$ cat config.mk
export PLATFORM = sky130hd
export DESIGN_NAME = sab_div
export DESIGN_NICKNAME = d
export VERILOG_FILES = /design/src/rtl/scaled_alpha_image_blitter_macros.svh /design/src/rtl/sab_pkg.sv /design/src/rtl/sab_div.sv
export SDC_FILE = /design/constraint.sdc
export NUM_CORES = 1
export LEC_CHECK = 0
export ABC_AREA = 1
export BUFFER_PORTS_ARGS = -buffer_cell sky130_fd_sc_hd__buf_2
export CORE_ASPECT_RATIO = 0.6
export CORE_UTILIZATION = 24
export DETAILED_ROUTE_END_ITERATION = 8
export GPL_TIMING_DRIVEN = 0
export SKIP_LAST_GASP = 1
export SYNTH_ARGS = -nofsm -noshare
export SYNTH_HDL_FRONTEND = slang
export SYNTH_SLANG_ARGS = --single-unit
$ cat constraint.sdc
create_clock -name clk_i -period 4.76 [get_ports clk_i]
set_clock_uncertainty 0.1 [all_clocks]
set_input_delay 0.714 -clock clk_i [delete_from_list [all_inputs] [get_ports clk_i]]
set_output_delay 0.714 -clock clk_i [all_outputs]
set_load 0.02 [all_outputs]
$ cat src/rtl/scaled_alpha_image_blitter_macros.svh
// Assertion helpers used by the blitter top module.
`ifndef SCALED_ALPHA_IMAGE_BLITTER_MACROS_SVH
`define SCALED_ALPHA_IMAGE_BLITTER_MACROS_SVH

// Implication checked at every clock edge outside reset.
`define SAB_ASSERT_IMP(lbl, ante, cons) \
  lbl: assert property (@(posedge clk_i) disable iff (!rst_ni) (ante) |-> (cons)) \
    else $error("blitter check failed");

// Implication whose consequent is checked in the cycle after the antecedent.
`define SAB_ASSERT_NEXT(lbl, ante, cons) \
  lbl: assert property (@(posedge clk_i) disable iff (!rst_ni) (ante) |=> (cons)) \
    else $error("blitter check failed");

`endif

$ cat src/rtl/sab_pkg.sv
package sab_pkg;

  typedef enum logic [1:0] {
    ACT_LOAD_SRC = 2'd0,
    ACT_WRITE_FB = 2'd1,
    ACT_READ_FB  = 2'd2,
    ACT_BLIT     = 2'd3
  } sab_action_e;

  localparam logic [2:0] CFG_FB_WIDTH  = 3'd0;
  localparam logic [2:0] CFG_FB_HEIGHT = 3'd1;
  localparam logic [2:0] CFG_PITCH     = 3'd2;
  localparam logic [2:0] CFG_SRC_W     = 3'd3;
  localparam logic [2:0] CFG_SRC_H     = 3'd4;
  localparam logic [2:0] CFG_HAS_ALPHA = 3'd5;
  localparam logic [2:0] CFG_TOP_DOWN  = 3'd6;

  localparam int unsigned DimW  = 13;
  localparam int unsigned DivW  = DimW + 16;
  localparam logic [31:0] MaskRb = 32'h00FF_00FF;
  localparam logic [31:0] MaskG  = 32'h0000_FF00;
  localparam logic [7:0]  AlphaOpaque = 8'hFF;
  localparam logic [7:0]  AlphaClear  = 8'h00;

  typedef struct packed {
    logic [1:0]  action;
    logic [15:0] index;
    logic [31:0] pixel;
    logic [11:0] pos_x;
    logic [11:0] pos_y;
    logic [12:0] target_width;
    logic [12:0] target_height;
  } sab_in_t;

  typedef struct packed {
    logic [31:0] read_data;
    logic        out_of_range;
  } sab_out_t;

  typedef struct packed {
    logic            start;
    logic [DivW-1:0] dividend;
    logic [DimW-1:0] divisor;
  } sab_div_req_t;

  typedef struct packed {
    logic            done;
    logic [DivW-1:0] quotient;
  } sab_div_rsp_t;

endpackage

$ cat src/rtl/sab_div.sv
module sab_div (
  input  logic                  clk_i,
  input  logic                  rst_ni,
  input  sab_pkg::sab_div_req_t req_i,
  output sab_pkg::sab_div_rsp_t rsp_o
);
  import sab_pkg::*;

  // Restoring division, one quotient bit per cycle.
  logic            busy_q, done_q;
  logic [4:0]      cnt_q;
  logic [DimW-1:0] rem_q, div_q;
  logic [DivW-1:0] quo_q;
  logic [DimW:0]   trial;
  logic [DimW:0]   shifted;

  always_comb begin
    shifted = {rem_q, quo_q[DivW-1]};
    trial   = shifted - {1'b0, div_q};
  end

  always_ff @(posedge clk_i or negedge rst_ni) begin
    if (!rst_ni) begin
      busy_q <= 1'b0;
      done_q <= 1'b0;
      cnt_q  <= '0;
    end else begin
      done_q <= 1'b0;
      if (req_i.start) begin
        busy_q <= 1'b1;
        cnt_q  <= 5'(DivW);
      end else if (busy_q) begin
        cnt_q <= cnt_q - 5'd1;
        if (cnt_q == 5'd1) begin
          busy_q <= 1'b0;
          done_q <= 1'b1;
        end
      end
    end
  end

  always_ff @(posedge clk_i) begin
    if (req_i.start) begin
      quo_q <= req_i.dividend;
      rem_q <= '0;
      div_q <= req_i.divisor;
    end else if (busy_q) begin
      if (!trial[DimW]) begin
        rem_q <= trial[DimW-1:0];
        quo_q <= {quo_q[DivW-2:0], 1'b1};
      end else begin
        rem_q <= shifted[DimW-1:0];
        quo_q <= {quo_q[DivW-2:0], 1'b0};
      end
    end
  end

  assign rsp_o.done     = done_q;
  assign rsp_o.quotient = quo_q;

endmodule

Word-level counts from Yosys, hierarchy flattened:

Index checks and enable logic that the tools add are counted.

* add/sub/neg operators: 2
* multipliers: 0
* div/mod/pow operators: 0
* $lt $le $gt $ge: 0
* equal/unequal tests: 1
* shift operators: 0
* multiplexer cells: 12
* bitwise operators: 0
* reductions and logical operators: 1

Operators by type and width (number)
* $mux W29: 2
* $sub A14 B13 Y14: 1
* $mux W13: 1
* $mux W5: 2
* $mux W1: 7
* $eq A5 B1 Y1 const B: 1
* $sub A5 B1 Y5 const B: 1
* $reduce_bool A2 Y1: 1

* flip-flop bits (word level): 62
* latch bits: 0
* memory bits (writable): 0
* bits in read-only memories: 0
* input port bits: 45
* word-level logic and storage cells: 22
* memories: 0

Depth between registers and ports, before layout:

* depth after elaboration: 4
* gate-level depth with buffers: 14

Worst setup path before layout:

OpenSTA, ideal clock, no wires.

* kind: input -> register
* start: input req_i[42] (netlist bit)
* end: register quo_q[0], enable pin
* data arrival time: 1.719 ns
* path slack: 2.556 ns
* stages: 3
* path buffers: 1
* cell sequence: clkbuf_1 nor2_1 inv_1

* word-level cells in the longest chain between the ends: 1

Ends and longest elaborated chain
* from (decl): RTL line sab_div.sv:4 `input sab_pkg::sab_div_req_t req_i,`
* $reduce_bool A2 Y1 (no line)
* to (signal assigned): RTL line sab_div.sv:44 `quo_q <= req_i.dividend;`
* to (signal assigned): RTL line sab_div.sv:50 `quo_q <= {quo_q[DivW-2:0], 1'b1};`
* to (signal assigned): RTL line sab_div.sv:53 `quo_q <= {quo_q[DivW-2:0], 1'b0};`
* to (decl): RTL line sab_div.sv:13 `logic [DivW-1:0] quo_q;`

Every way passes these cells.
A chain may end at the register's enable or synchronous reset.

Worst setup path in the final report:

* start: input req_i[42] (netlist bit)
* end: register quo_q[2], enable pin

The elaborated chain is that of the path after synthesis.

==> results.yml <==
status:
  outcome: "finished clean"
clock_tree:
  clk_latency_ns: 0.33
  cts_resized: 0
  numClockSinks: 62
  clk_root_buffer_cell: "clkbuf_16"
  h-tree-depth: 3
  cts_tree: "done"
  max-clock-path-buffers: 2
  clk_pin_slew_worst_paths_ns: 0.06
  cts.hold.buffers_added: 0
  cts_setup_buffers: 0
  numCtsBuffers: 9
sta:
  fin_crit_sh: 0.573
  max_slew_margin: 0.213
  min_period_ns: 2.73
  fin_setup_tns_ns: 0
  rsz0062_at_grt: "false"
  maxSlewViolCount: 0
  timing.fmax_mhz: 367
  worst-slew-pin-transition_ns: 1.18
  finalHoldViolations: 0
  setup_viol: 0
floorplanning:
  ios: 75
  core_area_sq_um: 14500
  rows: 34
  floorplan.initialDensity: 0.247
  die_width_microns: 160
  die_area_sq_um: 15500
  fp.dieH_microns: 96.7
drt:
  drt_iter0_drc: 182
  dr_total_vias: 2913
  via_per_inst: 4.01
  wl_per_cell_microns: 11.5
  first_pass_iters: 4
  drc: 0
  totalWireLength_mm: 8.34
  ant_nets: 0
grt:
  grt_pass1_vias: 2707
  grt_pass1_wl_mm: 14.0
  grt_max_degree: 31
  grt_use_met2: 0.157
  grt_usage: 0.115
  met1_usage: 0.176
  top_usage_layer: "met1"
  antenna_found_initial: 0
  grt_overflow: 0
  gr-usage-met3: 0.0279
pwr:
  vdd_ir_drop_max_mv: 0.212
  power.switching_mw: 0.881
  power_frac_seq: 0.324
  p_leak_nw: 2.30
  clkPwrFrac: 0.259
  pwr-share-comb: 0.417
  switching_share: 0.387
  p_int_mw: 1.39
  power_density_nw_per_um2: 508
logic_synthesis:
  synth_compound_area_frac: 0.0272
  ys_seq_area_frac: 0.473
  syn-num-nets: 500
  synth.distinct_cells: 30
  synth_area_per_cell_sq_um: 8.17
  synth_xor_area_frac: 0.0146
  synth_adder_area_share: 0.0579
  yosysWarningCount: 0
  syn_area_sq_um: 3590
  synth_simple_gate_area_share: 0.334
  synthMuxAreaShare: 0
  synth_edf_count: 42
  synthCells: 439
  synth_top_family_by_area: "simple AND/OR/NAND/NOR gates"
  synth_ff_type: "edfxtp_1"
  async_flop_share: 0.113
  synth-seq-cells: 62
critical_path:
  end_kind: "flop"
  crit_chain: "buf_2 -> clkbuf_1 -> nor2_1 -> inv_1"
  critPathArrivalTime_ns: 2.56
  crit_family: "buffers and inverters"
  path_max_fanout: 30
  r2r_slack_ns: 2.53
  crit_path_top_delay_cell: "inv_1"
  required_ns: 4.60
  critPathKind: "in -> reg"
  start_kind: "primary input"
  slowest_delay_ns: 0.90
  crit_buf_inv: 3
cells_and_area:
  layout.nets: 585
  utilization: 0.308
  drive_above_1_share: 0.248
  seqCellArea_sq_um: 1700
  instances_no_fill: 727
  multiInputGateArea_sq_um: 1560
  area_growth_pct: 24.7
  nFillCells: 1591
  diodes: 0
flow_run:
  cap_violations: 0
placement:
  dp_hpwl_mm: 6.35
  placedCellCount: 711
  portBuffers: 74
  gp_congestion: 0.876
worst_hold_path:
  hold_class: "in -> async"
-- state kept, by name (all words and copies together), names as in the netlist --
signal,count
quo_q,29
div_q,13
busy_q,1
rem_q,13
done_q,1
cnt_q,5
-- layout by cell type, fill, tap and decap left out, drive strengths merged --
master    synthesis  final
a21oi            10     10
and2              1      1
buf               5     79
clkbuf            8     19
clkinv            0      4
clkinvlp          0      1
dfrtp             7      7
dfxtp            13     13
edfxtp           42     42
fa                1      1
ha               15     15
inv              68     68
nand2           190    190
nand3            41     41
nand3b            1      1
nand4             5      5
nor2             18     18
o21ai             6      6
o22ai             1      1
or3               1      1
xnor2             4      4
xor2              2      2
-- through the flow --
stage / cell area, sq um / total power, mW / hold slack [ns] / setup slack [ns]
finish: 4470 / 2.27 / 0.112 / 2.03
global route: 4470 / 2.46 / 0.114 / 1.80
CTS: 4470 / 2.29 / 0.105 / 1.98
detailed placement: 4210 / 1.69 / 0.366 / 1.62
global placement: 4210 / 1.68 / 0.364 / 1.59
floorplan: 3590 / 1.48 / 0.318 / 2.56
-- cells by family (layout without fill, tap and decap cells) --
| family | count (synthesis) | in the layout |
|---|---|---|
| AO/OA/AOI/OAI | 17 | 17 |
| XOR/XNOR | 6 | 6 |
| adder cells (fa/ha/maj) | 16 | 16 |
| flip-flops | 62 | 62 |
| buffers and inverters | 81 | 171 |
| AND/OR/NAND/NOR | 257 | 257 |
-- path summary, 6_finish.rpt --
check                      startpoint        to  cells past startpoint
max                         req_i[42]  quo_q[2]                      4
min                            rst_ni  cnt_q[3]                      1
max reg2reg                 quo_q[28]  rem_q[6]                     11
min reg2reg                  rem_q[9]  rem_q[9]                      2
max in group asynchronous      rst_ni    busy_q                      1
min in group clk_i           rem_q[9]  rem_q[9]                      2
-- metal layers --
metal / vias to the layer above / wire [microns] / share of wire
met5: - / 0 / 0
met4: 0 / 85 / 0.010
met3: 8 / 344 / 0.041
met2: 49 / 3340 / 0.40
met1: 1313 / 4570 / 0.55
li1: 1543 / - / -
-- synth_stat cells (all sizes together) (4+ instances only) --
| library cell | n | area share |
|---|---|---|
| nand2 | 190 | 0.22 |
| dfrtp | 7 | 0.049 |
| xnor2 | 4 | 0.0098 |
| inv | 68 | 0.071 |
| ha | 15 | 0.052 |
| nor2 | 18 | 0.022 |
| a21oi | 10 | 0.017 |
| dfxtp | 13 | 0.073 |
| buf | 5 | 0.014 |
| nand3 | 41 | 0.075 |
| o21ai | 6 | 0.0084 |
| clkbuf | 8 | 0.0084 |
| edfxtp | 42 | 0.35 |
| nand4 | 5 | 0.0087 |
-- power by group through the flow --
stage | sequential (mW) | combinational [mW] | clock, mW
after detailed placement | 0.743 | 0.946 | 0
after global placement | 0.745 | 0.935 | 0
final | 0.735 | 0.948 | 0.590
after floorplan | 0.757 | 0.719 | 0
after CTS | 0.734 | 0.951 | 0.604
after global routing | 0.744 | 1.08 | 0.636
-- layout make-up --
class	instances	share of cell area
Sequential cell	62	0.379
Multi-Input combinational cell	296	0.348
Timing Repair Buffer	74	0.0828
Inverter	68	0.0570
Tap cell	198	0.0554
Clock buffer	11	0.0543
Buffer	13	0.0182
Clock inverter	5	0.00559
Note: power is estimated with default switching activity, not from simulation.
