$ cat src/rtl/scaled_alpha_image_blitter_macros.svh
// Assertion helpers used by the blitter top module.
`ifndef SCALED_ALPHA_IMAGE_BLITTER_MACROS_SVH
`define SCALED_ALPHA_IMAGE_BLITTER_MACROS_SVH

// Implication checked at every clock edge outside reset.
`define SAB_ASSERT_IMP(lbl, ante, cons) \
  lbl: assert property (@(posedge clk_i) disable iff (!rst_ni) (ante) |-> (cons)) \
    else $error("blitter check failed");

// Implication whose consequent is checked in the cycle after the antecedent.
`define SAB_ASSERT_NEXT(lbl, ante, cons) \
  lbl: assert property (@(posedge clk_i) disable iff (!rst_ni) (ante) |=> (cons)) \
    else $error("blitter check failed");

`endif

$ cat src/rtl/sab_mul.sv
module sab_mul (
  input  logic        clk_i,
  input  logic [31:0] a_i,
  input  logic [15:0] b_i,
  output logic [31:0] p_o
);
  // Low word of the product, registered.
  logic [47:0] full;
  logic [31:0] p_q;

  assign full = a_i * {16'd0, b_i};

  always_ff @(posedge clk_i) begin
    p_q <= full[31:0];
  end

  assign p_o = p_q;

endmodule

$ cat config.mk
export PLATFORM = sky130hd
export DESIGN_NAME = sab_mul
export DESIGN_NICKNAME = d
export VERILOG_FILES = /design/src/rtl/scaled_alpha_image_blitter_macros.svh /design/src/rtl/sab_mul.sv
export SDC_FILE = /design/constraint.sdc
export NUM_CORES = 1
export LEC_CHECK = 0
export CELL_PAD_IN_SITES_DETAIL_PLACEMENT = 0
export CELL_PAD_IN_SITES_GLOBAL_PLACEMENT = 1
export CORE_ASPECT_RATIO = 1.75
export CORE_MARGIN = 2
export CORE_UTILIZATION = 52
export CTS_CLUSTER_SIZE = 10
export DETAILED_ROUTE_END_ITERATION = 8
export DONT_BUFFER_PORTS = 1
export PLACE_DENSITY = 0.83
export SLEW_MARGIN = 10
export SYNTH_ARGS = -nofsm -noshare
export SYNTH_HDL_FRONTEND = slang
export SYNTH_SLANG_ARGS = --single-unit
$ cat constraint.sdc
create_clock -name clk_i -period 10.9 [get_ports clk_i]
set_input_delay 3.27 -clock clk_i [delete_from_list [all_inputs] [get_ports clk_i]]
set_output_delay 3.27 -clock clk_i [all_outputs]
set_load 0.02 [all_outputs]
; ---- Word level (Yosys, flattened, before mapping)
; Index checks and enable logic that the tools add are counted.
; Widths: inputs -> output; s select.
[op_classes]
mul = 1
[ops]
columns = cell, n
row1 = $mul 32x16->32, 1
[word_totals]
wordCells = 2
out_inout_bits = 32
inputBits = 49
regBits = 32

; ---- Depth between registers and ports, before layout
; Gate-level depths: netlist of run 1.
[depth]
word_depth = 1
ltp_mapped = 24
depth_no_buf = 22

; ---- Least setup slack after synthesis of run 1
; OpenSTA, ideal clock, no wires.
[synth_timing]
path_type = input to register
startpoint = input port b_i[2]
endpoint = register p_q[26], in the netlist p_o[26]
slack_ps = 2163
stages = 22
t_arrival_ps = 8616
setup_time_ps = 120
n_path_buf = 3
cell_sequence = clkbuf_1 clkbuf_1 nand2_1 fa_1 fa_1 fa_1 inv_1 fa_1 fa_1 inv_1 fa_1 inv_1 ha_1 buf_2 and4_1 nand3_2 a2111oi_4 nor4b_4 o31ai_4 a21o_2 a21oi_2 xnor2_1
[synth_via]
elab_chain_cells = 1
[synth_rtl]
columns = item, line_no
row1 = from (decl), sab_mul.sv:4  ; input logic [15:0] b_i,
row2 = $mul 32x16->32, sab_mul.sv:11  ; assign full = a_i * {16'd0, b_i};
row3 = via full[26], sab_mul.sv:8  ; logic [47:0] full;
row4 = to (signal assigned), sab_mul.sv:14  ; p_q <= full[31:0];
row5 = to (decl), sab_mul.sv:9  ; logic [31:0] p_q;
; The timed path passes the listed nets, and every way through them passes these cells.

; ---- Worst setup path in the final report of run 1
[layout_timing]
startpoint = input port b_i[4]
endpoint = register p_q[31], in the netlist p_o[31]
; The elaborated chain is that of the path after synthesis.

==> results of run 1 <==
[worst max-delay path: stages]
cell	delay, ns
and2_1	0.15
fa_1	0.53
inv_1	0.05
fa_1	0.47
fa_1	0.51
inv_1	0.05
fa_1	0.54
fa_1	0.43
fa_1	0.49
ha_1	0.46
nand2_1	0.08
o21ai_0	0.25
a21oi_1	0.14
o2111ai_1	0.57
a31oi_1	0.23
o21bai_1	0.18
a21oi_1	0.09
xnor2_1	0.13
[placed cells by master, fill, tap and decap left out, types with 3 or more instances in the layout]
cell type	n
inv_1	339
fa_1	304
nand2_1	254
and2_1	151
ha_1	65
xnor2_1	42
dfxtp_1	32
a21oi_1	23
xor2_1	13
nor2_1	12
o21ai_0	9
nor3_1	6
a31oi_1	5
a21o_1	5
o21bai_1	5
clkbuf_16	5
o211ai_1	4
nand4_1	3
nand3_1	3
[through the flow]
stage | worst slack (ns) | hold WS (ns) | cells | cell area [sq um] | util [%]
global route | 2.17 | 3.11 | 1617 | 12400 | 53.7
floorplan | 2.16 | 3.39 | 1368 | 12100 | -
global placement | 2.20 | 3.39 | 1609 | 12300 | 53.0
detailed placement | 2.16 | 3.40 | 1609 | 12300 | 53.0
CTS | 2.47 | 3.09 | 1617 | 12400 | 53.7
finish | 2.42 | 3.10 | 1617 | 12400 | 53.7
[cells by family (layout without fill, tap and decap cells)]
kind of cell	Yosys count	count (layout)	synth area share (%)
AOI/OAI and AO/OA	68	68	3.87
xor gates and xnor gates	55	55	3.97
adders and majority gates	369	369	56.9
buffers and inverters	402	347	12.5
DFF	32	32	5.28
and+or+nand+nor	442	442	17.5
[path summary, 6_finish.rpt]
kind,startpoint,end,slack [ns],cells past startpoint
worst max-delay path,b_i[4],p_o[31]$_DFF_P_,2.42,18
worst min-delay path,a_i[0],p_o[0]$_DFF_P_,3.10,1
[routing by layer]
metal | vias up | GRT usage (%) | part of all wire [%]
met5 | - | 0 | 0
met4 | 0 | 15.2 | 6.1
met3 | 109 | 4.06 | 4.7
met2 | 275 | 55.4 | 57
met1 | 4552 | 27.9 | 32
li1 | 3779 | - | -
[layout make-up]
class / instances / area (sq um)
fillers: 2257 / 10700
multi-input cells: 934 / 9970
inverters: 339 / 1270
flip-flops and latches: 32 / 641
well taps: 304 / 380
clock buffers: 6 / 129
clock inverters: 2 / 35.0
[cells in the mapped netlist (6+ instances only)]
cell type,instances
a21oi_1,23
xor2_1,13
dfxtp_1,32
fa_1,304
clkbuf_1,59
nor3_1,6
o21ai_0,9
nand2_1,254
ha_1,65
and2_1,151
inv_1,339
nor2_1,12
xnor2_1,42
==> flow_summary_export.csv, run 1 <==
group,metric,value,unit
clock_tree,cts_resized,0,
synthesis,ys_seq_elements,32,
sta,period_share,77.8,%
route,wirelength,32600,um
clock_tree,htree_levels,2,
floorplan,core,23100,sq um
grt,antenna_found_initial,0,
worst_hold_path,hold_class,"input port to register",
sta,tns,0,ns
clock_tree,cts_buffers,5,
floorplan,rows,74,
outcome,status,"completed",
clock_tree,path_clk_slew,0.06,ns
grt,grt_pass1_vias,9852,
setup_path,crit_path_start_kind,"input port",
sta,rsz0062_at_grt,"false",
grt,grt-ovfl-total,0,
place,port_buffers,0,
cells_and_area,drive_gt1_share,1.37,%
synthesis,syn_area,12100,sq um
synthesis,synth_nets,1786,
synthesis,yosys_warnings,0,
floorplan,io_pins,81,
clock_tree,clock_sinks,32,
grt,grt_start_max_net_pins,33,
floorplan,dieArea,24600,sq um
flow_run,drv_cap,0,
synthesis,synthArstFlopShare,0,%
floorplan,die_y,206,um
grt,grt_first_pass_wirelength,51700,um
place,gp_congestion,0.873,
setup_path,path_max_fanout,28,
synthesis,synth_top_area_share,50.2,%
clock_tree,ctsHoldBuffers,0,
cells_and_area,largest_reg_flops,32,
setup_path,arrival,8.66,ns
clock_tree,cts_tree,"built",
floorplan,start_util,52.4,%
route,num_vias,8715,
clock_tree,root_buffer,"clkbuf_16",
sta,hold_viol_final,0,
synthesis,synth_area_per_cell,8.87,sq um
synthesis,synth.largest_area_cell,"fa_1",
cells_and_area,final_nets,1730,
cells_and_area,diodes,0,
sta,maxSlewHeadroom,57.7,%
setup_path,crit_required,11.08,ns
clock_tree,cts_buffer_depth,2,
route,drt_iter0_drc,370,
synthesis,synth_edf_count,0,
sta,tightestPinTransition,0.634,ns
synthesis,synth.distinct_cells,45,
setup_path,worstSetupPathType,"input port to register",
route,wl_per_cell,20.2,um
cells_and_area,syn_to_final_growth,2.50,%
synthesis,syn_inst,1368,
synthesis,ys_seq_area_share,5.28,%
floorplan,die_x,119,um
synthesis,synth_area_leaders,"fa_1, inv_1, nand2_1, and2_1, ha_1",
setup_path,crit_path_end_kind,"register",
sta,max_freq,0.118,GHz
synthesis,ys.flop_type,"dfxtp_1",
route,dr.pass1.iters,5,
sta,post-route-min-period,8.48,ns
grt,grt.total_usage,28.2,%
route,detail-route-antenna-nets,0,
sta,setup_viol,0,
route,route.detailed.drc,0,
clock_tree,post-cts-setup-buffers,0,
place,dp_hpwl,26000,um
route,viasPerCell,5.39,
sta,slew_viol_final,0,
Power of run 1 is left out: the tool's default activity adds up to more than one toggle a clock period on the data nets, which glitch-free logic cannot reach.
==> run 2, diff against run 1 <==
Settings changed: CORE_UTILIZATION 52 to 47, PLACE_DENSITY 0.83 to 0.79.
Clock period 10.9 ns to 7.8 ns, I/O delays scaled along.
==> flow_summary_export.csv, run 2 (synthesized netlist as in run 1, its figures left out) <==
group,metric,value,unit
sta,period_share,96.4,%
clock_tree,root_buffer,"clkbuf_16",
place,gp_congestion,0.878,
cells_and_area,syn_to_final_growth,3.35,%
floorplan,rows,77,
cells_and_area,drive_gt1_share,2.27,%
flow_run,drv_cap,0,
setup_path,arrival,7.70,ns
cells_and_area,final_cell_mix,"inv_1, fa_1, nand2_1",
cells_and_area,largest_reg_flops,32,
grt,grt-ovfl-total,0,
clock_tree,cts_tree,"built",
clock_tree,clock_sinks,32,
clock_tree,cts_resized,0,
cells_and_area,final_cells,1641,
setup_path,worstSetupPathType,"input port to register",
floorplan,io_pins,81,
grt,grt.total_usage,24.8,%
grt,grt_pass1_vias,9943,
clock_tree,post-cts-setup-buffers,0,
cells_and_area,layout_commonest_cell,"inv_1",
sta,maxSlewHeadroom,62.9,%
grt,grt_start_max_net_pins,33,
clock_tree,ctsHoldBuffers,0,
route,viasPerCell,5.26,
clock_tree,cts_buffers,5,
outcome,status,"completed",
setup_path,crit_path_start_kind,"input port",
floorplan,die_x,125,um
setup_path,crit_required,7.98,ns
route,num_vias,8631,
route,route.detailed.drc,0,
cells_and_area,multi_input_area,9970,sq um
sta,slew_viol_final,0,
sta,hold_viol_final,0,
floorplan,dieArea,27200,sq um
cells_and_area,seq_area,641,sq um
setup_path,path_max_fanout,16,
sta,rsz0062_at_grt,"false",
place,placed_cells,1632,
grt,antenna_found_initial,2,
grt,grt_first_pass_wirelength,51800,um
route,drt_iter0_drc,315,
sta,post-route-min-period,7.52,ns
floorplan,core,25300,sq um
floorplan,die_y,217,um
clock_tree,cts_buffer_depth,2,
place,dp_hpwl,26100,um
floorplan,start_util,47.9,%
route,wirelength,32000,um
cells_and_area,fillers,2492,
place,port_buffers,0,
clock_tree,path_clk_slew,0.06,ns
sta,max_freq,0.133,GHz
route,detail-route-antenna-nets,0,
route,dr.pass1.iters,5,
setup_path,crit_path_end_kind,"register",
sta,tightestPinTransition,0.552,ns
cells_and_area,final_nets,1741,
sta,tns,0,ns
sta,setup_viol,0,
worst_hold_path,hold_class,"input port to register",
clock_tree,htree_levels,2,
route,wl_per_cell,19.5,um
## run 2: changes by cell type in the layout (fill, tap and decap cells not counted), sizes merged
| cell | before | now |
|---|---|---|
| buf | 0 | 11 |
| clkbuf | 6 | 5 |
| clkinvlp | 0 | 1 |
| diode | 0 | 1 |
## run 2: layer usage
metal	GRT usage, %	routed length [um]	vias to the layer above
li1	-	-	3802
met1	24.6	10300	4486
met2	49.3	18700	246
met3	4.27	1510	97
met4	11.0	1480	0
met5	0	0	-
## run 2: final cells by class
type                            instances  share of cell area (%)
Sequential cell                        32                    5.11
Clock buffer                            5                   0.998
Clock inverter                          3                   0.339
Multi-Input combinational cell        934                    79.6
Inverter                              339                    10.2
Tap cell                              316                    3.15
Antenna cell                            1                  0.0200
Timing Repair Buffer                   11                   0.659
## run 2: per-stage QoR
stage               utilization [%]  setup slack (ns)  area (sq um)  hold slack (ns)
floorplan                         -            0.0220         12100             2.46
global placement               48.8            0.0318         12400             2.46
detailed placement             48.8          -0.00247         12400             2.47
CTS                            49.5             0.294         12500             2.16
global route                   49.5            0.0336         12500             2.17
finish                         49.5             0.284         12500             2.17
## run 2: worst paths after layout
kind / end / slack [ns] / cells after the start / from
worst max-delay path: p_o[26]$_DFF_P_ / 0.28 / 21 / a_i[11]
worst min-delay path: p_o[0]$_DFF_P_ / 2.17 / 1 / a_i[0]
## run 2: worst max-delay path: stages
cell     delay, ns
and2_1        0.15
fa_1          0.54
inv_1         0.05
fa_1          0.47
fa_1          0.53
inv_1         0.06
fa_1          0.49
fa_1          0.49
inv_1         0.05
fa_1          0.47
inv_1         0.04
ha_1          0.35
and4_1        0.28
nand3_2       0.13
a21oi_1       0.29
nor4b_4       0.08
buf_4         0.18
o31ai_4       0.34
a21o_2        0.19
a21oi_2       0.05
xnor2_1       0.12
Power of run 2 is left out for the same reason.
